==> src/rtl/core/nlc_pkg.sv <==
// shared types and constants for the numeric literal checker
// no dependencies; used by every module under rtl/core
package nlc_pkg;

  // character classes, also kept as the class of the previous character
  typedef enum logic [2:0] {
    CLS_START  = 3'd0,
    CLS_DIGIT  = 3'd1,
    CLS_EXP    = 3'd2,
    CLS_SIGN   = 3'd3,
    CLS_PERIOD = 3'd4,
    CLS_OTHER  = 3'd5
  } char_class_t;

  // position of the first exponent letter relative to the current character
  typedef enum logic [1:0] {
    EXP_NONE = 2'd0,
    EXP_LAST = 2'd1,
    EXP_PAST = 2'd2
  } exp_phase_t;

  localparam logic [7:0] CHAR_ZERO   = 8'h30;
  localparam logic [7:0] CHAR_NINE   = 8'h39;
  localparam logic [7:0] CHAR_LOW_E  = 8'h65;
  localparam logic [7:0] CHAR_UP_E   = 8'h45;
  localparam logic [7:0] CHAR_PERIOD = 8'h2e;
  localparam logic [7:0] CHAR_PLUS   = 8'h2b;
  localparam logic [7:0] CHAR_MINUS  = 8'h2d;

  localparam logic [7:0] MAX_LENGTH_RESET = 8'd50;
  localparam logic [7:0] COUNT_MAX        = 8'd255;

  // one classified item handed to the line tracker
  typedef struct packed {
    logic        eol;
    char_class_t cls;
  } item_t;

endpackage

==> src/rtl/core/nlc_line_state.sv <==
// line tracker: per-line state, rule checks and the max_length register
// depends on nlc_pkg
module nlc_line_state (
  input  logic           clk,
  input  logic           rst,
  input  logic           step,
  input  nlc_pkg::item_t item,
  input  logic           cfg_we,
  input  logic [7:0]     cfg_data,
  output logic           line_ok
);

  logic [7:0]           max_length;
  logic [7:0]           char_count;
  logic [7:0]           char_count_next;
  nlc_pkg::char_class_t previous_class;
  nlc_pkg::exp_phase_t  exponent_phase;
  nlc_pkg::exp_phase_t  exponent_phase_next;
  logic                 line_failed;
  logic                 char_fail;
  logic                 cls_special;

  // verdict for a line that ends now
  always_comb begin
    line_ok = !line_failed;
    if (char_count == 8'd0 || char_count > max_length) line_ok = 1'b0;
    if (previous_class == nlc_pkg::CLS_EXP || previous_class == nlc_pkg::CLS_SIGN)
      line_ok = 1'b0;
    if (char_count == 8'd1 && previous_class != nlc_pkg::CLS_DIGIT) line_ok = 1'b0;
  end

  // rules checked against each character
  assign cls_special = (item.cls == nlc_pkg::CLS_EXP) || (item.cls == nlc_pkg::CLS_SIGN) ||
                       (item.cls == nlc_pkg::CLS_PERIOD);

  always_comb begin
    char_fail = 1'b0;
    if (item.cls == nlc_pkg::CLS_OTHER) char_fail = 1'b1;
    if (item.cls == nlc_pkg::CLS_EXP && previous_class != nlc_pkg::CLS_DIGIT) char_fail = 1'b1;
    if (previous_class == nlc_pkg::CLS_EXP && item.cls != nlc_pkg::CLS_DIGIT &&
        item.cls != nlc_pkg::CLS_SIGN) char_fail = 1'b1;
    if (previous_class == nlc_pkg::CLS_SIGN && item.cls != nlc_pkg::CLS_DIGIT) char_fail = 1'b1;
    if (previous_class == nlc_pkg::CLS_PERIOD && cls_special) char_fail = 1'b1;
    if (exponent_phase == nlc_pkg::EXP_PAST && cls_special) char_fail = 1'b1;
    // an overlong line fails once a character arrives with the count already saturated
    if (char_count == nlc_pkg::COUNT_MAX) char_fail = 1'b1;
  end

  // exponent phase and saturating count
  always_comb begin
    exponent_phase_next = exponent_phase;
    case (exponent_phase)
      nlc_pkg::EXP_NONE: begin
        if (item.cls == nlc_pkg::CLS_EXP) exponent_phase_next = nlc_pkg::EXP_LAST;
      end
      nlc_pkg::EXP_LAST: exponent_phase_next = nlc_pkg::EXP_PAST;
      default:           exponent_phase_next = exponent_phase;
    endcase
    if (char_count == nlc_pkg::COUNT_MAX) char_count_next = char_count;
    else                                  char_count_next = char_count + 8'd1;
  end

  // configuration register
  always_ff @(posedge clk) begin
    if (rst) begin
      max_length <= nlc_pkg::MAX_LENGTH_RESET;
    end else if (cfg_we) begin
      max_length <= cfg_data;
    end
  end

  // line state, cleared at each line end
  always_ff @(posedge clk) begin
    if (rst) begin
      char_count     <= 8'd0;
      previous_class <= nlc_pkg::CLS_START;
      exponent_phase <= nlc_pkg::EXP_NONE;
      line_failed    <= 1'b0;
    end else if (step) begin
      if (item.eol) begin
        char_count     <= 8'd0;
        previous_class <= nlc_pkg::CLS_START;
        exponent_phase <= nlc_pkg::EXP_NONE;
        line_failed    <= 1'b0;
      end else begin
        char_count     <= char_count_next;
        previous_class <= item.cls;
        exponent_phase <= exponent_phase_next;
        line_failed    <= line_failed | char_fail;
      end
    end
  end

endmodule

==> config.mk <==
export PLATFORM = sky130hd
export DESIGN_NAME = nlc_line_state
export DESIGN_NICKNAME = d
export VERILOG_FILES = /design/src/rtl/core/nlc_pkg.sv /design/src/rtl/core/nlc_line_state.sv
export SDC_FILE = /design/constraint.sdc
export NUM_CORES = 1
export LEC_CHECK = 0
export ABC_CLOCK_PERIOD_IN_PS = 4250
export BUFFER_PORTS_ARGS = -buffer_cell sky130_fd_sc_hd__buf_4
export CAP_MARGIN = 20
export CORE_UTILIZATION = 55
export CTS_BUF_LIST = sky130_fd_sc_hd__clkbuf_16
export DETAILED_ROUTE_END_ITERATION = 16
export PLACE_DENSITY = 0.77
export SYNTH_ARGS = -nofsm -noshare
export SYNTH_HDL_FRONTEND = slang
export SYNTH_SLANG_ARGS = --single-unit
==> constraint.sdc <==
create_clock -name clk -period 4.25 [get_ports clk]
set_clock_uncertainty 0.1 [all_clocks]
set_input_delay 0.85 -clock clk [delete_from_list [all_inputs] [get_ports clk]]
set_output_delay 0.85 -clock clk [all_outputs]
set_load 0.02 [all_outputs]
==> results of run 1 <==
-- layer usage --
metal	part of all wire (%)	routed length (um)
met2	46	1200
met4	2.2	58
met5	0	0
met3	4.0	105
met1	47	1230
-- tightest hold or removal path, stage by stage, from the launching register on --
cell and delay [ns]:
dfxtp_1 0.33, a21oi_1 0.04, nor2_1 0.07
-- layout by cell type (no fill, tap or decap), types with 3 or more instances in the layout --
cell type  synthesis  final
dfxtp_1           22     22
nor2_1            16     16
buf_4              0     16
inv_1             13     13
a21oi_1           13     13
nand2_1           11     11
ha_1              11     11
nor2b_1            5      5
o211ai_1           5      5
mux2i_1            5      5
nand4_1            4      4
o21ai_0            3      3
xor2_1             3      3
nand3_1            3      3
clkbuf_16          0      3
-- registers in the layout, summed over array words and instances (netlist names) --
name and count:
max_length 8, line_failed 1, char_count 8, previous_class 3, exponent_phase 2
-- report_power, final --
group	internal (mW)	switching [mW]	leakage (nW)
registers	0.214	0.00468	0.180
logic	0.0263	0.0289	0.402
clock network	0.124	0.0710	0.0370
-- path summary, 6_finish.rpt --
check             slack [ns]                            from  cells after the start                        endpoint
setup / recovery        1.56      char_count[3]$_SDFFE_PP0P_                      4                         line_ok
hold / removal          0.38  exponent_phase[1]$_SDFFE_PP0P_                      2  exponent_phase[1]$_SDFFE_PP0P_
setup reg to reg        2.56      char_count[0]$_SDFFE_PP0P_                      5      char_count[6]$_SDFFE_PP0P_
hold reg to reg         0.38  exponent_phase[1]$_SDFFE_PP0P_                      2  exponent_phase[1]$_SDFFE_PP0P_
-- layout make-up --
cell class,count,area [sq um]
Multi-Input combinational cell,109,732
Fill cell,173,592
Sequential cell,22,440
Timing Repair Buffer,16,120
Clock buffer,3,75.1
Inverter,13,48.8
Tap cell,27,33.8
-- cell usage after synthesis, types with 2 or more instances --
cell,count
dfxtp_1,22
nor2_1,16
a21oi_1,13
inv_1,13
ha_1,11
nand2_1,11
mux2i_1,5
nor2b_1,5
o211ai_1,5
nand4_1,4
clkbuf_1,3
nand3_1,3
o21ai_0,3
xor2_1,3
a211oi_1,2
a31oi_1,2
and2_1,2
nand2b_1,2
o21a_1,2
o32ai_1,2
or4_1,2
-- cells by family (layout without fill, tap and decap cells) --
kind of cell	count (synthesis)	count (layout)	synth area share, %
AO/OA/AOI/OAI	38	38	20.0
XOR/XNOR	4	4	2.84
adder cells (fa/ha/maj)	11	11	11.2
buffers and inverters	16	32	4.87
flip-flops	22	22	35.7
multiplexers	5	5	4.06
AND/OR/NAND/NOR	51	51	21.3
==> impl_metrics.py, run 1 <==
metrics = {
    "timing": {
        "hold_ws_ns": 0.377,
        "finalHoldViolations": 0,
        "timing.setup.tns_ns": 0,
        "period_share_pct": 63.3,
        "rsz0062_at_grt": "false",
        "max-slew-margin-rel_pct": 75.3,
        "setup_viol": 0,
        "worst_slack_ns": 1.56,
        "fmax_ghz": 0.372,
        "slew_violations": 0,
        "final.min_clock_period_ns": 2.69,
        "worst-slew-pin-transition_ns": 0.368,
    },
    "finish": {
        "n_antenna_cell": 0,
        "final_util_pct": 71.0,
        "postLayoutCellArea_sq_um": 1450,
        "layout.nets": 192,
        "drive_gt1_share_pct": 12.3,
        "area_delta_synth_final_pct": 17.7,
        "stdcell_count": 190,
    },
    "clocking": {
        "cts.sinks": 22,
        "cts_resized": 0,
        "clk_pin_slew_ns": 0.06,
        "cts_tree": "built",
        "clockBufferDepth": 2,
        "post_cts_buffers": 0,
        "cts_buffers": 3,
        "clk_latency_ns": 0.25,
        "htreeDepth": 1,
        "holdBufCountCts": 0,
        "root_buffer": "clkbuf_16",
    },
    "place": {
        "placed_cell_area_sq_um": 1380,
        "place_inst": 187,
        "hpwl_um": 1940,
        "portBuffers": 16,
        "dp_worst_setup_slack_ns": 1.84,
        "globalplace.congestion": 0.933,
    },
    "grt": {
        "grt_use_total_pct": 24.3,
        "grt_remaining_overflow": 0,
        "met3_usage_pct": 4.98,
        "antenna_found_initial": 0,
        "grt_start_max_net_pins": 15,
        "grt_pass1_vias": 1035,
        "top_usage_layer": "met2",
        "use_met1_pct": 31.1,
        "grt_pass1_wl_um": 4520,
        "gr-usage-met2_pct": 38.8,
    },
    "critical_path": {
        "crit_buf_inv": 1,
        "startpoint_type": "register",
        "endpoint_kind": "output port",
        "crit_family": "simple AND/OR/NAND/NOR gates",
        "slowest_stage": "or4_1",
        "crit_chain": "or4_1, o41ai_1, nor3_1, buf_4",
        "crit_arrival_ns": 1.74,
        "cp_max_fo": 8,
        "cp_slowest_stage_delay_ns": 0.54,
        "worstSetupPathType": "register to output port",
        "required_ns": 3.30,
    },
    "yosys": {
        "synth_cell_types": 37,
        "ys.flop_type": "dfxtp_1",
        "ys_ff_latch": 22,
        "yosysWarnings": 0,
        "syn_area_sq_um": 1230,
        "synth_seq_area_share_pct": 35.7,
        "ys_async_sr_fraction_pct": 0,
        "netlist_top_cells_area": "dfxtp_1, ha_1, a21oi_1, nor2_1, mux2i_1",
        "synth_top_area_share_pct": 35.7,
        "synth_nets": 174,
        "yosys.area.top_type": "dfxtp_1",
        "avgSynthCellArea_sq_um": 8.38,
        "synthCells": 147,
        "synth-edff-count": 0,
    },
    "detailed_routing": {
        "num_vias": 1104,
        "viasPerCell": 5.81,
        "route.detailed.wl_per_inst_um": 13.7,
        "drc": 0,
        "routed_wirelength_um": 2600,
        "first_iter_violations": 22,
        "ant_nets": 0,
        "first_pass_iters": 4,
    },
    "flow_run": {
        "maxCapViolCount": 0,
    },
    "floorplanning": {
        "core_area_sq_um": 2040,
        "rows": 16,
        "initial_core_util_pct": 60.4,
        "die_h_um": 49.3,
        "fp.dieArea_sq_um": 2430,
        "die_x_um": 49.3,
        "io_pins": 17,
    },
    "power_and_ir_drop": {
        "power.density_nw_per_um2": 323,
        "fin_total_pwr_uw": 469,
        "ir_drop_mv": 0.245,
        "p_leak_nw": 0.618,
    },
    "worst_hold_path": {
        "hold_class": "register to register",
    },
    "outcome": {
        "outcome": "complete, no violations",
    },
}
Note: power is estimated with default switching activity, not from simulation.
==> inputs of run 2 (changes only) <==
- ABC_AREA: not set -> 1
- ABC_CLOCK_PERIOD_IN_PS: 4250 -> 2700
- clock period: 4.25 -> 2.7 ns (I/O delays scaled with it)
==> run 2 against run 1 <==
  * Core utilization is 2.4 points lower
  * Cell count up 22%
  * Sequential cell count stayed put
==> impl_metrics.py, run 2 <==
metrics = {
    "outcome": {
        "outcome": "complete, no violations",
    },
    "critical_path": {
        "cp_slowest_stage_delay_ns": 0.42,
        "crit_arrival_ns": 1.59,
        "cp_max_fo": 5,
        "startpoint_type": "register",
        "crit_family": "flip-flops",
        "required_ns": 2.06,
        "slowest_stage": "dfxtp_1",
        "crit_buf_inv": 1,
        "worstSetupPathType": "register to output port",
        "endpoint_kind": "output port",
        "crit_chain": "ha_1, a21oi_1, o21ai_0, nand2_1, nand3_1, a21oi_1, buf_4",
        "crit_path_frequent_cell": "a21oi_1",
    },
    "yosys": {
        "synth_nets": 212,
        "netlist_top_cells_area": "dfxtp_1, nand2_1, ha_1, a21oi_1, inv_1",
        "synth_seq_area_share_pct": 34.6,
        "syn_area_sq_um": 1270,
        "yosys.area.top_type": "dfxtp_1",
        "synth_cell_types": 24,
        "ys_async_sr_fraction_pct": 0,
        "synthCells": 185,
        "synth.most_common_cell": "nand2_1",
        "synth_top_area_share_pct": 34.6,
        "synth-edff-count": 0,
        "ys.flop_type": "dfxtp_1",
        "avgSynthCellArea_sq_um": 6.88,
        "yosysWarnings": 0,
        "ys_ff_latch": 22,
        "synthTopCellsByCount": "nand2_1, inv_1, dfxtp_1",
    },
    "detailed_routing": {
        "drc": 0,
        "first_pass_iters": 4,
        "first_iter_violations": 10,
        "route.detailed.wl_per_inst_um": 10.7,
        "viasPerCell": 5.04,
        "ant_nets": 0,
        "routed_wirelength_um": 2490,
        "num_vias": 1169,
    },
    "finish": {
        "final_common_cell": "nand2_1",
        "area_delta_synth_final_pct": 18.0,
        "drive_gt1_share_pct": 15.2,
        "reg_top3": "char_count x8, max_length x8, previous_class x3",
        "stdcell_count": 232,
        "layout.nets": 232,
        "n_antenna_cell": 0,
        "final_util_pct": 68.6,
        "fillCellCount": 192,
        "final_cell_mix": "nand2_1, inv_1, dfxtp_1",
    },
    "place": {
        "portBuffers": 16,
        "globalplace.congestion": 0.820,
        "hpwl_um": 2030,
        "place_inst": 228,
    },
    "floorplanning": {
        "die_h_um": 50.1,
        "die_x_um": 50.1,
        "io_pins": 17,
        "core_area_sq_um": 2190,
        "fp.dieArea_sq_um": 2510,
        "rows": 17,
        "initial_core_util_pct": 58.1,
    },
    "grt": {
        "grt_start_max_net_pins": 13,
        "grt_pass1_wl_um": 4330,
        "grt_pass1_vias": 1069,
        "grt_use_total_pct": 22.7,
        "antenna_found_initial": 0,
        "grt_remaining_overflow": 0,
    },
    "timing": {
        "final.min_clock_period_ns": 2.23,
        "finalHoldViolations": 0,
        "worst-slew-pin-transition_ns": 0.234,
        "timing.setup.tns_ns": 0,
        "period_share_pct": 82.7,
        "rsz0062_at_grt": "false",
        "hold_ws_ns": 0.364,
        "slew_violations": 0,
        "fmax_ghz": 0.448,
        "max-slew-margin-rel_pct": 84.3,
        "setup_viol": 0,
    },
    "power_and_ir_drop": {
        "seqPwrFrac_pct": 46.0,
        "switchingPower_uw": 175,
        "p_int_uw": 574,
        "power.density_nw_per_um2": 499,
        "p_sw_share_pct": 23.4,
        "p_leak_nw": 0.689,
        "fin_total_pwr_uw": 749,
        "pwr-share-clk_pct": 41.7,
        "ir_drop_mv": 0.359,
        "p_comb_share_pct": 12.3,
    },
    "flow_run": {
        "maxCapViolCount": 0,
    },
    "clocking": {
        "cts_buffers": 3,
        "root_buffer": "clkbuf_16",
        "htreeDepth": 1,
        "clockBufferDepth": 2,
        "cts_resized": 0,
        "post_cts_buffers": 0,
        "clk_pin_slew_ns": 0.06,
        "clk_latency_ns": 0.25,
        "cts.sinks": 22,
        "cts_tree": "built",
        "holdBufCountCts": 0,
    },
    "worst_hold_path": {
        "hold_class": "register to register",
    },
}
## run 2: worst min-delay path, delay by kind of cell (launching register included)
kind                   cells  cell delay, ns
AOI/OAI and AO/OA          1            0.06
buffers and inverters      1            0.06
DFF                        1            0.29
## run 2: final cells by class
class	count	area [sq um]	area share [%]
inverter	27	101	6.74
multi-input combinational	135	727	48.4
sequential	22	440	29.3
tap	28	35.0	2.33
clock inverter	1	3.75	0.250
clock buffer	3	75.1	5.00
timing repair buffer	16	120	7.99
## run 2: final timing paths
check	start	to	slack (ns)	depth (start not counted)
worst min register to register	max_length[7]$_SDFFE_PP0P_	max_length[7]$_SDFFE_PP0P_	0.36	2
worst max-delay path	char_count[3]$_SDFFE_PP0P_	line_ok	0.47	7
worst max register to register	char_count[0]$_SDFFE_PP0P_	char_count[4]$_SDFFE_PP0P_	1.08	10
worst min-delay path	max_length[7]$_SDFFE_PP0P_	max_length[7]$_SDFFE_PP0P_	0.36	2
## run 2: metrics by stage
step / instance area (sq um) / worst slack [ns]
final: 1500 / 0.467
after global routing: 1500 / 0.335
after CTS: 1500 / 0.460
after detailed placement: 1420 / 0.737
after global placement: 1420 / 0.752
after floorplan: 1270 / 0.749
## run 2: kinds of logic after synthesis
logic type	after synthesis	synth area share, %
AOI/OAI and AO/OA	35	15.6
xor gates and xnor gates	1	0.688
adders and majority gates	11	10.8
buffers and inverters	28	8.35
DFF	22	34.6
and+or+nand+nor	88	30.0
## run 2: layer usage
metal	track usage [%]	share of wire (%)
met5	0	0
met3	2.78	1.6
met1	26.7	47
met2	40.0	49
met4	10.5	2.7
## run 2: power by group through the flow
stage	registers, mW	clock network [mW]	logic, mW
after global routing	0.346	0.328	0.106
after CTS	0.345	0.320	0.0927
after global placement	0.351	0	0.0892
after floorplan	0.350	0	0.0560
final	0.345	0.313	0.0920
after detailed placement	0.352	0	0.0922
